==> src/obmt_pkg.sv <==
// Shared types, codes and reset constants of the 1-Wire bus master timing block.
package obmt_pkg;

	// Request type codes carried on the request channel
	localparam logic [1:0] REQ_TICK  = 2'd0;
	localparam logic [1:0] REQ_RESET = 2'd1;
	localparam logic [1:0] REQ_WRITE = 2'd2;
	localparam logic [1:0] REQ_READ  = 2'd3;

	// Status codes of a result
	localparam logic [1:0] ST_OK       = 2'd0;
	localparam logic [1:0] ST_NO_PRES  = 2'd1;
	localparam logic [1:0] ST_REJECTED = 2'd2;

	// Configuration register indexes
	localparam int NUM_REGS = 8;
	localparam logic [2:0] REG_RESET_LOW     = 3'd0;
	localparam logic [2:0] REG_PRES_SAMPLE   = 3'd1;
	localparam logic [2:0] REG_WRITE_SLOT    = 3'd2;
	localparam logic [2:0] REG_WRITE_ONE_LOW = 3'd3;
	localparam logic [2:0] REG_WRITE_REC     = 3'd4;
	localparam logic [2:0] REG_READ_SLOT     = 3'd5;
	localparam logic [2:0] REG_READ_LOW      = 3'd6;
	localparam logic [2:0] REG_READ_SAMPLE   = 3'd7;

	// Register reset values
	localparam logic [11:0] RST_RESET_LOW     = 12'd480;
	localparam logic [11:0] RST_PRES_SAMPLE   = 12'd70;
	localparam logic [11:0] RST_WRITE_SLOT    = 12'd60;
	localparam logic [11:0] RST_WRITE_ONE_LOW = 12'd6;
	localparam logic [11:0] RST_WRITE_REC     = 12'd10;
	localparam logic [11:0] RST_READ_SLOT     = 12'd70;
	localparam logic [11:0] RST_READ_LOW      = 12'd6;
	localparam logic [11:0] RST_READ_SAMPLE   = 12'd9;

	// Default read recovery length in ticks
	localparam int READ_RECOVERY_TICKS_DEF = 5;

	// Depth of the queue between front and back
	localparam int QUEUE_DEPTH = 4;

	typedef logic [1:0]  req_type_t;
	typedef logic [7:0]  byte_t;
	typedef logic [11:0] ticks_t;
	typedef logic [2:0]  reg_index_t;
	typedef logic [1:0]  status_t;

	// Classified request handed from front to back
	typedef struct packed {
		logic      is_cmd;
		req_type_t kind;
		byte_t     write_data;
		logic      line_level;
	} item_t;

	// Configuration write handed to the back part
	typedef struct packed {
		logic       en;
		reg_index_t index;
		ticks_t     data;
	} cfg_wr_t;

endpackage

==> src/obmt_req_if.sv <==
// Request channel: tick and command items into the bus master.
interface obmt_req_if;
	logic                valid;
	logic                ready;
	obmt_pkg::req_type_t req_type;
	obmt_pkg::byte_t     write_data;
	logic                line_level;

	modport source (output valid, output req_type, output write_data, output line_level,
		input ready);
	modport sink (input valid, input req_type, input write_data, input line_level,
		output ready);
endinterface

==> src/obmt_res_if.sv <==
// Result channel: one result per request from the bus master.
interface obmt_res_if;
	logic              valid;
	logic              ready;
	logic              line_low;
	logic              busy_res;
	logic              done_res;
	obmt_pkg::status_t status;
	obmt_pkg::byte_t   read_data;

	modport source (output valid, output line_low, output busy_res, output done_res,
		output status, output read_data, input ready);
	modport sink (input valid, input line_low, input busy_res, input done_res,
		input status, input read_data, output ready);
endinterface

==> src/obmt_cfg_if.sv <==
// Configuration write channel: register index and write data.
interface obmt_cfg_if;
	logic                 valid;
	logic                 ready;
	obmt_pkg::reg_index_t index;
	obmt_pkg::ticks_t     data;

	modport source (output valid, output index, output data, input ready);
	modport sink (input valid, input index, input data, output ready);
endinterface

==> src/obmt_front.sv <==
// Front part: accepts requests, classifies them and pushes them into the queue.
module obmt_front (
	input  logic            clk,
	input  logic            arst_n,
	obmt_req_if.sink        req,
	output obmt_pkg::item_t push_item,
	output logic            push_valid,
	input  logic            push_ready
);
	import obmt_pkg::*;

	logic  valid_s1;
	item_t item_s1;
	logic  take;

	// Accept a new request whenever the stage is empty or drains this cycle
	assign take      = req.valid && req.ready;
	assign req.ready = !valid_s1 || push_ready;

	// Hold the stage valid flag
	always_ff @(posedge clk or negedge arst_n) begin
		if (!arst_n) begin
			valid_s1 <= 1'b0;
		end else if (req.ready) begin
			valid_s1 <= req.valid;
		end
	end

	// Classify the request: ticks advance timing, the rest are commands
	always_ff @(posedge clk) begin
		if (take) begin
			item_s1.is_cmd     <= (req.req_type != REQ_TICK);
			item_s1.kind       <= req.req_type;
			item_s1.write_data <= req.write_data;
			item_s1.line_level <= req.line_level;
		end
	end

	assign push_valid = valid_s1;
	assign push_item  = item_s1;

endmodule

==> src/obmt_queue.sv <==
// Small request queue between the front and back parts.
module obmt_queue (
	input  logic            clk,
	input  logic            arst_n,
	input  obmt_pkg::item_t push_item,
	input  logic            push_valid,
	output logic            push_ready,
	output obmt_pkg::item_t pop_item,
	output logic            pop_valid,
	input  logic            pop_ready
);
	import obmt_pkg::*;

	localparam int PW = $clog2(QUEUE_DEPTH);
	localparam int CW = $clog2(QUEUE_DEPTH + 1);

	item_t           slot_q [QUEUE_DEPTH];
	logic [PW-1:0]   wr_ptr_q;
	logic [PW-1:0]   rd_ptr_q;
	logic [CW-1:0]   count_q;
	logic            do_push;
	logic            do_pop;

	assign push_ready = (count_q != CW'(QUEUE_DEPTH));
	assign pop_valid  = (count_q != '0);
	assign do_push    = push_valid && push_ready;
	assign do_pop     = pop_valid && pop_ready;
	assign pop_item   = slot_q[rd_ptr_q];

	// Advance pointers and fill count
	always_ff @(posedge clk or negedge arst_n) begin
		if (!arst_n) begin
			wr_ptr_q <= '0;
			rd_ptr_q <= '0;
			count_q  <= '0;
		end else begin
			if (do_push) begin
				wr_ptr_q <= wr_ptr_q + PW'(1);
			end
			if (do_pop) begin
				rd_ptr_q <= rd_ptr_q + PW'(1);
			end
			if (do_push && !do_pop) begin
				count_q <= count_q + CW'(1);
			end else if (!do_push && do_pop) begin
				count_q <= count_q - CW'(1);
			end
		end
	end

	// Store the pushed request
	always_ff @(posedge clk) begin
		if (do_push) begin
			slot_q[wr_ptr_q] <= push_item;
		end
	end

endmodule

==> src/obmt_back.sv <==
// Back part: holds the timing registers, runs the bus phases and drives results.
module obmt_back #(
	parameter int READ_RECOVERY_TICKS = obmt_pkg::READ_RECOVERY_TICKS_DEF
) (
	input  logic              clk,
	input  logic              arst_n,
	input  obmt_pkg::cfg_wr_t cfg_wr,
	input  obmt_pkg::item_t   pop_item,
	input  logic              pop_valid,
	output logic              pop_ready,
	obmt_res_if.source        res
);
	import obmt_pkg::*;

	// Bus phase codes
	localparam logic [3:0] PH_IDLE     = 4'd0;
	localparam logic [3:0] PH_RST_LOW  = 4'd1;
	localparam logic [3:0] PH_RST_WAIT = 4'd2;
	localparam logic [3:0] PH_RST_REST = 4'd3;
	localparam logic [3:0] PH_W_LOW    = 4'd4;
	localparam logic [3:0] PH_W_HIGH   = 4'd5;
	localparam logic [3:0] PH_W_REC    = 4'd6;
	localparam logic [3:0] PH_R_LOW    = 4'd7;
	localparam logic [3:0] PH_R_WAIT   = 4'd8;
	localparam logic [3:0] PH_R_REST   = 4'd9;
	localparam logic [3:0] PH_R_REC    = 4'd10;

	// Read recovery length, clamped to the 12-bit tick range
	localparam ticks_t READ_REC_LEN = (READ_RECOVERY_TICKS > 4095) ? 12'd4095 :
		((READ_RECOVERY_TICKS < 1) ? 12'd1 : 12'(READ_RECOVERY_TICKS));

	function automatic ticks_t at_least_one(input ticks_t v);
		return (v == '0) ? 12'd1 : v;
	endfunction

	function automatic ticks_t sat_sub(input ticks_t a, input ticks_t b);
		return (a > b) ? (a - b) : 12'd0;
	endfunction

	// Timing registers
	ticks_t cfg_q [NUM_REGS];

	// Phase lengths derived from the timing registers
	ticks_t len_rst_low_q, len_rst_wait_q, len_rst_rest_q;
	ticks_t len_w_one_q, len_w_zero_q, len_w_high_q, len_w_rec_q;
	ticks_t len_r_low_q, len_r_wait_q, len_r_rest_q;

	// Sequence state
	logic [3:0] phase_q;
	ticks_t     tick_q;
	logic [2:0] bit_q;
	byte_t      shift_q;
	req_type_t  kind_q;
	logic       pres_q;

	// Result register
	logic    res_valid_q;
	logic    line_low_q, busy_q, done_q;
	status_t status_q;
	byte_t   rdata_q;

	// Next-state values
	logic [3:0] phase_d;
	ticks_t     tick_d;
	logic [2:0] bit_d;
	byte_t      shift_d;
	req_type_t  kind_d;
	logic       pres_d;
	logic       done_d;
	status_t    status_d;
	byte_t      rdata_d;
	logic       line_low_d;

	ticks_t tick_inc;
	ticks_t cur_len;
	logic   hit;
	logic   ends;
	logic   step;

	assign step      = pop_valid && pop_ready;
	assign pop_ready = !res_valid_q || res.ready;

	// Write timing registers; every 3-bit index names one of the eight registers
	always_ff @(posedge clk or negedge arst_n) begin
		if (!arst_n) begin
			cfg_q[REG_RESET_LOW]     <= RST_RESET_LOW;
			cfg_q[REG_PRES_SAMPLE]   <= RST_PRES_SAMPLE;
			cfg_q[REG_WRITE_SLOT]    <= RST_WRITE_SLOT;
			cfg_q[REG_WRITE_ONE_LOW] <= RST_WRITE_ONE_LOW;
			cfg_q[REG_WRITE_REC]     <= RST_WRITE_REC;
			cfg_q[REG_READ_SLOT]     <= RST_READ_SLOT;
			cfg_q[REG_READ_LOW]      <= RST_READ_LOW;
			cfg_q[REG_READ_SAMPLE]   <= RST_READ_SAMPLE;
		end else if (cfg_wr.en) begin
			cfg_q[cfg_wr.index] <= cfg_wr.data;
		end
	end

	// Precompute phase lengths, one register stage after the timing registers
	always_ff @(posedge clk) begin
		len_rst_low_q  <= at_least_one(cfg_q[REG_RESET_LOW]);
		len_rst_wait_q <= at_least_one(cfg_q[REG_PRES_SAMPLE]);
		len_rst_rest_q <= sat_sub(at_least_one(cfg_q[REG_RESET_LOW]),
			at_least_one(cfg_q[REG_PRES_SAMPLE]));
		len_w_one_q    <= at_least_one(cfg_q[REG_WRITE_ONE_LOW]);
		len_w_zero_q   <= at_least_one(cfg_q[REG_WRITE_SLOT]);
		len_w_high_q   <= sat_sub(at_least_one(cfg_q[REG_WRITE_SLOT]),
			at_least_one(cfg_q[REG_WRITE_ONE_LOW]));
		len_w_rec_q    <= at_least_one(cfg_q[REG_WRITE_REC]);
		len_r_low_q    <= at_least_one(cfg_q[REG_READ_LOW]);
		len_r_wait_q   <= at_least_one(cfg_q[REG_READ_SAMPLE]);
		len_r_rest_q   <= sat_sub(sat_sub(at_least_one(cfg_q[REG_READ_SLOT]),
			at_least_one(cfg_q[REG_READ_LOW])), at_least_one(cfg_q[REG_READ_SAMPLE]));
	end

	// Select the length of the running phase
	always_comb begin
		unique case (phase_q)
			PH_RST_LOW:  cur_len = len_rst_low_q;
			PH_RST_WAIT: cur_len = len_rst_wait_q;
			PH_RST_REST: cur_len = len_rst_rest_q;
			PH_W_LOW:    cur_len = shift_q[0] ? len_w_one_q : len_w_zero_q;
			PH_W_HIGH:   cur_len = len_w_high_q;
			PH_W_REC:    cur_len = len_w_rec_q;
			PH_R_LOW:    cur_len = len_r_low_q;
			PH_R_WAIT:   cur_len = len_r_wait_q;
			PH_R_REST:   cur_len = len_r_rest_q;
			PH_R_REC:    cur_len = READ_REC_LEN;
			default:     cur_len = 12'd1;
		endcase
	end

	assign tick_inc = tick_q + 12'd1;
	assign hit      = (tick_inc >= cur_len);

	// Advance the sequence by one request
	always_comb begin
		phase_d    = phase_q;
		tick_d     = tick_q;
		bit_d      = bit_q;
		shift_d    = shift_q;
		kind_d     = kind_q;
		pres_d     = pres_q;
		ends       = 1'b0;
		done_d     = 1'b0;
		status_d   = ST_OK;
		rdata_d    = '0;

		if (pop_item.is_cmd) begin
			if (phase_q != PH_IDLE) begin
				status_d = ST_REJECTED;
			end else begin
				// Start a new command sequence
				kind_d = pop_item.kind;
				bit_d  = '0;
				pres_d = 1'b0;
				tick_d = '0;
				unique case (pop_item.kind)
					REQ_RESET: begin
						shift_d = '0;
						phase_d = PH_RST_LOW;
					end
					REQ_WRITE: begin
						shift_d = pop_item.write_data;
						phase_d = PH_W_LOW;
					end
					default: begin
						shift_d = '0;
						phase_d = PH_R_LOW;
					end
				endcase
			end
		end else if (phase_q != PH_IDLE) begin
			tick_d = tick_inc;
			if (hit) begin
				tick_d = '0;
				unique case (phase_q)
					PH_RST_LOW:  phase_d = PH_RST_WAIT;
					PH_RST_WAIT: begin
						pres_d = !pop_item.line_level;
						if (len_rst_rest_q != '0) begin
							phase_d = PH_RST_REST;
						end else begin
							ends = 1'b1;
						end
					end
					PH_RST_REST: ends = 1'b1;
					PH_W_LOW: begin
						phase_d = (shift_q[0] && len_w_high_q != '0) ? PH_W_HIGH : PH_W_REC;
					end
					PH_W_HIGH:   phase_d = PH_W_REC;
					PH_W_REC: begin
						shift_d = {1'b0, shift_q[7:1]};
						if (bit_q == 3'd7) begin
							ends = 1'b1;
						end else begin
							bit_d   = bit_q + 3'd1;
							phase_d = PH_W_LOW;
						end
					end
					PH_R_LOW:    phase_d = PH_R_WAIT;
					PH_R_WAIT: begin
						shift_d = {pop_item.line_level, shift_q[7:1]};
						phase_d = (len_r_rest_q != '0) ? PH_R_REST : PH_R_REC;
					end
					PH_R_REST:   phase_d = PH_R_REC;
					PH_R_REC: begin
						if (bit_q == 3'd7) begin
							ends = 1'b1;
						end else begin
							bit_d   = bit_q + 3'd1;
							phase_d = PH_R_LOW;
						end
					end
					default:     ends = 1'b1;
				endcase
				// Finish the sequence and report its outcome
				if (ends) begin
					done_d  = 1'b1;
					phase_d = PH_IDLE;
					tick_d  = '0;
					bit_d   = '0;
					if (kind_q == REQ_RESET) begin
						status_d = pres_d ? ST_OK : ST_NO_PRES;
					end
					if (kind_q == REQ_READ) begin
						rdata_d = shift_d;
					end
				end
			end
		end

		line_low_d = (phase_d == PH_RST_LOW) || (phase_d == PH_W_LOW) ||
			(phase_d == PH_R_LOW);
	end

	// Hold sequence state and the result valid flag
	always_ff @(posedge clk or negedge arst_n) begin
		if (!arst_n) begin
			phase_q     <= PH_IDLE;
			tick_q      <= '0;
			bit_q       <= '0;
			shift_q     <= '0;
			kind_q      <= '0;
			pres_q      <= 1'b0;
			res_valid_q <= 1'b0;
		end else begin
			if (step) begin
				phase_q <= phase_d;
				tick_q  <= tick_d;
				bit_q   <= bit_d;
				shift_q <= shift_d;
				kind_q  <= kind_d;
				pres_q  <= pres_d;
			end
			if (pop_ready) begin
				res_valid_q <= pop_valid;
			end
		end
	end

	// Load the result register
	always_ff @(posedge clk) begin
		if (step) begin
			line_low_q <= line_low_d;
			busy_q     <= (phase_d != PH_IDLE);
			done_q     <= done_d;
			status_q   <= status_d;
			rdata_q    <= rdata_d;
		end
	end

	assign res.valid     = res_valid_q;
	assign res.line_low  = line_low_q;
	assign res.busy_res  = busy_q;
	assign res.done_res  = done_q;
	assign res.status    = status_q;
	assign res.read_data = rdata_q;

endmodule

==> src/onewire_bus_master_timing.sv <==
// Top level of the 1-Wire bus master timing block.
//
//   channel  dir  payload                                          handshake
//   req      in   req_type, write_data, line_level                 valid/ready
//   res      out  line_low, busy_res, done_res, status, read_data  valid/ready
//   cfg      in   index, data                                      valid/ready (always ready)
//
// One request is taken per cycle and gives one result; the sustained rate is one
// item per clock while res is ready. Path: front register, queue, result register.
// The per-tick work is one 12-bit increment and compare in the back part.
// Reset clears the sequence state and loads the timing registers with their defaults.
// A stalled result holds in the result register while up to four more requests wait
// in the queue; the request side stalls only once the queue and front stage are full.
module onewire_bus_master_timing #(
	parameter int READ_RECOVERY_TICKS = obmt_pkg::READ_RECOVERY_TICKS_DEF
) (
	input  logic     clk,
	input  logic     arst_n,
	obmt_req_if.sink req,
	obmt_res_if.source res,
	obmt_cfg_if.sink cfg
);
	import obmt_pkg::*;

	item_t   push_item;
	logic    push_valid;
	logic    push_ready;
	item_t   pop_item;
	logic    pop_valid;
	logic    pop_ready;
	cfg_wr_t cfg_wr;

	// Take configuration writes at any time
	assign cfg.ready    = 1'b1;
	assign cfg_wr.en    = cfg.valid;
	assign cfg_wr.index = cfg.index;
	assign cfg_wr.data  = cfg.data;

	obmt_front u_front (
		.clk        (clk),
		.arst_n     (arst_n),
		.req        (req),
		.push_item  (push_item),
		.push_valid (push_valid),
		.push_ready (push_ready)
	);

	obmt_queue u_queue (
		.clk        (clk),
		.arst_n     (arst_n),
		.push_item  (push_item),
		.push_valid (push_valid),
		.push_ready (push_ready),
		.pop_item   (pop_item),
		.pop_valid  (pop_valid),
		.pop_ready  (pop_ready)
	);

	obmt_back #(
		.READ_RECOVERY_TICKS (READ_RECOVERY_TICKS)
	) u_back (
		.clk       (clk),
		.arst_n    (arst_n),
		.cfg_wr    (cfg_wr),
		.pop_item  (pop_item),
		.pop_valid (pop_valid),
		.pop_ready (pop_ready),
		.res       (res)
	);

endmodule
==> src/flat_wrapper.sv <==
// flat-port wrapper written by rule: the top's interface ports become plain ports
module onewire_bus_master_timing_flat import obmt_pkg::*;
#(
	parameter int READ_RECOVERY_TICKS = obmt_pkg::READ_RECOVERY_TICKS_DEF
)
  (clk, arst_n, req_valid, req_req_type, req_write_data, req_line_level, req_ready, res_valid, res_line_low, res_busy_res, res_done_res, res_status, res_read_data, res_ready, cfg_valid, cfg_index, cfg_data, cfg_ready);
  obmt_req_if req_i ();
  obmt_res_if res_i ();
  obmt_cfg_if cfg_i ();
  input  logic clk;
  input  logic arst_n;
  input wire logic [$bits(req_i.valid)-1:0] req_valid;
  input wire logic [$bits(req_i.req_type)-1:0] req_req_type;
  input wire logic [$bits(req_i.write_data)-1:0] req_write_data;
  input wire logic [$bits(req_i.line_level)-1:0] req_line_level;
  output wire logic [$bits(req_i.ready)-1:0] req_ready;
  output wire logic [$bits(res_i.valid)-1:0] res_valid;
  output wire logic [$bits(res_i.line_low)-1:0] res_line_low;
  output wire logic [$bits(res_i.busy_res)-1:0] res_busy_res;
  output wire logic [$bits(res_i.done_res)-1:0] res_done_res;
  output wire logic [$bits(res_i.status)-1:0] res_status;
  output wire logic [$bits(res_i.read_data)-1:0] res_read_data;
  input wire logic [$bits(res_i.ready)-1:0] res_ready;
  input wire logic [$bits(cfg_i.valid)-1:0] cfg_valid;
  input wire logic [$bits(cfg_i.index)-1:0] cfg_index;
  input wire logic [$bits(cfg_i.data)-1:0] cfg_data;
  output wire logic [$bits(cfg_i.ready)-1:0] cfg_ready;
  assign req_i.valid = req_valid;
  assign req_i.req_type = req_req_type;
  assign req_i.write_data = req_write_data;
  assign req_i.line_level = req_line_level;
  assign req_ready = req_i.ready;
  assign res_valid = res_i.valid;
  assign res_line_low = res_i.line_low;
  assign res_busy_res = res_i.busy_res;
  assign res_done_res = res_i.done_res;
  assign res_status = res_i.status;
  assign res_read_data = res_i.read_data;
  assign res_i.ready = res_ready;
  assign cfg_i.valid = cfg_valid;
  assign cfg_i.index = cfg_index;
  assign cfg_i.data = cfg_data;
  assign cfg_ready = cfg_i.ready;
  onewire_bus_master_timing #(.READ_RECOVERY_TICKS(READ_RECOVERY_TICKS)) u_core (.clk(clk), .arst_n(arst_n), .req(req_i), .res(res_i), .cfg(cfg_i));
endmodule
==> config.mk <==
export PLATFORM = sky130hd
export DESIGN_NAME = onewire_bus_master_timing_flat
export DESIGN_NICKNAME = d
export VERILOG_FILES = /design/src/obmt_pkg.sv /design/src/obmt_req_if.sv /design/src/obmt_res_if.sv /design/src/obmt_cfg_if.sv /design/src/obmt_front.sv /design/src/obmt_queue.sv /design/src/obmt_back.sv /design/src/onewire_bus_master_timing.sv /design/src/flat_wrapper.sv
export SDC_FILE = /design/constraint.sdc
export NUM_CORES = 1
export LEC_CHECK = 0
export BUFFER_PORTS_ARGS = -buffer_cell sky130_fd_sc_hd__buf_2
export CORE_UTILIZATION = 45
export CTS_CLUSTER_DIAMETER = 80
export CTS_CLUSTER_SIZE = 28
export DETAILED_ROUTE_END_ITERATION = 8
export GPL_TIMING_DRIVEN = 1
export PLACE_DENSITY = 0.66
export SETUP_SLACK_MARGIN = 0.2
export SLEW_MARGIN = 10
export SYNTH_ARGS = -nofsm -noshare
export SYNTH_HDL_FRONTEND = slang
export SYNTH_SLANG_ARGS = --single-unit
==> constraint.sdc <==
create_clock -name clk -period 5.68 [get_ports clk]
set_clock_uncertainty 0.15 [all_clocks]
set_input_delay 1.704 -clock clk [delete_from_list [all_inputs] [get_ports clk]]
set_output_delay 1.704 -clock clk [all_outputs]
set_load 0.02 [all_outputs]
==> flow_summary_export.csv <==
group,metric,value,unit
grt,grt_first_pass_wirelength,55600,um
outcome,status,"completed",
power_and_ir_drop,p_total,8.14,mW
placed_design,numPortBuffers,45,
synth,synthDistinctLibCells,76,
layout,final_layout_size_suffix_gt1_frac,0.200,
worst_setup_path,cp.depth,23,
drt,drc,0,
worst_setup_path,start_kind,"flop",
grt,grt_max_degree,76,
layout,max_flop_register,"u_core.u_back.cfg_q",
placed_design,gp_congestion,0.866,
drt,first_pass_iters,5,
floorplanning,dieArea,34400,sq um
worst_setup_path,cp_data_arrival_time,5.52,ns
drt,vias_per_cell,5.66,
drt,via_count,10200,
power_and_ir_drop,pwr-share-comb,0.401,
layout,antenna_cells,0,
drt,routed_wl,35900,um
synth,syn_area,15100,sq um
worst_setup_path,crit_path_max_fanout,11,
worst_setup_path,crit_family,"compound AO/OA/AOI/OAI gates",
power_and_ir_drop,p_sw_frac,0.382,
drt,drtIter0Drc,738,
timing,finalCritPeriodShare,0.919,
synth,syn_avg_cell_area,10.9,sq um
power_and_ir_drop,clkPwrFrac,0.166,
cts,clk_path_buf_depth,3,
synth,async_flop_share,0.412,
grt,first_global_vias,9712,
worst_setup_path,path_buf_inv,1,
cts,clock_sinks,328,
worst_setup_path,crit_top_cell,"a21oi_2",
layout,top_regs,"u_core.u_back.cfg_q: 96 flops, u_core.u_queue.slot_q: 48 flops",
layout,syn_to_final_growth,7.13,%
cts,numCtsBuffers,16,
synth,synth_ff_type,"dfxtp_1",
power_and_ir_drop,leakage,6.57,nW
cts,cts_tree,"yes",
worst_setup_path,slowest_delay,0.59,ns
worst_setup_path,path_cells,"nor4_1, a31o_2, ha_1, fa_1, nor2b_1, o21ai_0, a21oi_1, o21ai_2, a21oi_2, a41oi_2, a21o_2, or2_2, ha_1, fa_2, nor2b_2, o21ai_1, a21oi_2, o21ai_1, a21oi_2, a221o_1, o31ai_4, buf_12, nor3_1",
power_and_ir_drop,internal_power,5.03,mW
cts,hold_buffers,0,
grt,antenna_found_initial,0,
grt,grt_usage,0.213,
synth,synth-edff-count,73,
flow_run,cap_violations,0,
drt,ant_nets,0,
power_and_ir_drop,vdd_ir_drop_max,0.000295,V
worst_setup_path,worstPathRequired,5.98,ns
synth,syn_nets,1498,
floorplanning,die_x,185,um
floorplanning,core-area,32800,sq um
floorplanning,pin_count,47,
floorplanning,num_rows,66,
layout,nets,1460,
worst_setup_path,ff2ff_path_depth,23,
timing,hold_viol,0,
synth,synthCells,1390,
worst_setup_path,slowest_stage,"dfstp_2",
timing,min_period,5.22,ns
power_and_ir_drop,netSwitchingPower,3.11,mW
timing,rsz0062_at_grt,"false",
layout,largest_register_ffs,96,
grt,grt-ovfl-total,0,
timing,worst_slew_pin_slew,1.17,ns
power_and_ir_drop,powerDensity,502,nW/um^2
worst_setup_path,end_kind,"flop",
timing,fmax,192,MHz
drt,drt-wirelength-per-cell,19.9,um
worst_setup_path,worstSetupPathType,"flop to flop",
floorplanning,die_y,185,um
cts,clockRootBuffer,"clkbuf_16",
cts,insertion_delay,0.55,ns
layout,n_fill_cell,2929,
timing,fin_tns_setup,0,ns
floorplanning,initial_core_util,0.462,
worst_hold_path,min_path_type,"flop to flop",
synth,ys_ff_latch,328,
placed_design,dp_hpwl,26500,um
timing,max_slew_margin,0.217,
synth,ys_seq_area_frac,0.529,
timing,maxSlewViolCount,0,
worst_hold_path,worstHoldPathCells,0,
cts,clkSlewWorstSetupHoldPaths,0.10,ns
timing,setup_viol,0,
power_and_ir_drop,p_seq_frac,0.433,
synth,synth_warnings,0,
cts,htree_levels,1,
==> routing by layer <==
| metal | up-vias | track usage | wire length (um) |
|---|---|---|---|
| li1 | 4835 | - | - |
| met1 | 5063 | 0.294 | 16200 |
| met2 | 255 | 0.351 | 17000 |
| met3 | 57 | 0.0254 | 1670 |
| met4 | 0 | 0.0625 | 989 |
| met5 | - | 0 | 0 |
==> repair_timing <==
action	in CTS	in global routing
setup endpoints to repair	12	12
gates resized for setup	4	11
gates cloned	0	0
setup buffers	0	12
pin swaps	0	7
==> path summary, 6_finish.rpt <==
| kind | slack, ns | endpoint | startpoint |
|---|---|---|---|
| setup / recovery | 0.46 | u_core.u_back.len_r_rest_q[10] | u_core.u_back.cfg_q[13] |
| hold / removal | 0.26 | u_core.u_back.len_w_rec_q[10] | u_core.u_back.cfg_q[46] |
| setup reg to reg | 0.46 | u_core.u_back.len_r_rest_q[10] | u_core.u_back.cfg_q[13] |
| hold reg to reg | 0.26 | u_core.u_back.len_w_rec_q[10] | u_core.u_back.cfg_q[46] |
| max in group asynchronous | 3.40 | u_core.u_back.cfg_q[50] | arst_n |
| min in group asynchronous | 1.03 | u_core.u_back.tick_q[8] | arst_n |
==> placed cells by master (no fill, tap or decap), drive strengths merged, types with 18 or more instances in the layout <==
master / count
nor2: 84
edfxtp: 73
dfxtp: 120
clkbuf: 24
inv: 75
ha: 72
nand3: 26
mux2: 92
nor3: 48
a21oi: 55
nor4: 26
dfstp: 22
nand2: 97
dfrtp: 113
o21ai: 77
buf: 73
xnor2: 18
==> power by group through the flow <==
stage,combinational (mW),clock [mW],sequential (mW)
floorplan,2.49,0,3.34
global placement,3.03,0,3.55
detailed placement,3.07,0,3.56
CTS,3.11,1.39,3.51
global route,3.62,1.47,3.60
finish,3.27,1.35,3.52
==> area by class of cell <==
class | count | area, sq um | share of cell area
clock buffer | 24 | 462 | 0.0285
clock inverter | 4 | 50.0 | 0.00309
inverter | 73 | 275 | 0.0170
multi-input combinational | 860 | 6420 | 0.396
sequential | 328 | 8000 | 0.493
tap | 442 | 553 | 0.0341
timing repair buffer | 73 | 454 | 0.0280
==> cell usage after synthesis (all sizes together) (14+ instances only) <==
cell type	count	area [sq um]
dfrtp	113	2830
xor2	15	131
nand2b	15	93.8
nor4	26	208
nor2	84	320
buf	23	121
inv	72	270
nor3	48	240
nand2	97	367
mux2i	15	150
clkbuf	106	398
xnor2	18	158
nand3	26	130
mux2	92	1040
dfxtp	120	2400
o21a	14	113
edfxtp	73	2190
o21ai	77	385
nor2b	15	93.8
ha	72	901
a21oi	55	275
dfstp	22	578
==> through the flow <==
step,setup WS [ns],util,cells,hold slack [ns],cell area (sq um)
after global placement,0.118,0.474,1764,0.226,15500
after floorplan,0.812,-,1390,0.282,15100
after CTS,0.233,0.490,1792,0.256,16100
after detailed placement,-0.0402,0.474,1764,0.230,15500
after global routing,0.162,0.495,1804,0.277,16200
final,0.459,0.495,1804,0.257,16200
==> cells by family (layout without fill, tap and decap cells) <==
group / after synthesis / in the layout / synth area share
AOI/OAI and AO/OA: 260 / 260 / 0.116
xor gates and xnor gates: 33 / 33 / 0.0191
adders and majority gates: 77 / 77 / 0.0661
buffers and inverters: 202 / 174 / 0.0525
DFF: 328 / 328 / 0.529
muxes: 118 / 118 / 0.0950
other: 1 / 1 / 0.000248
and+or+nand+nor: 371 / 371 / 0.123
Note: power is estimated with default switching activity, not from simulation.
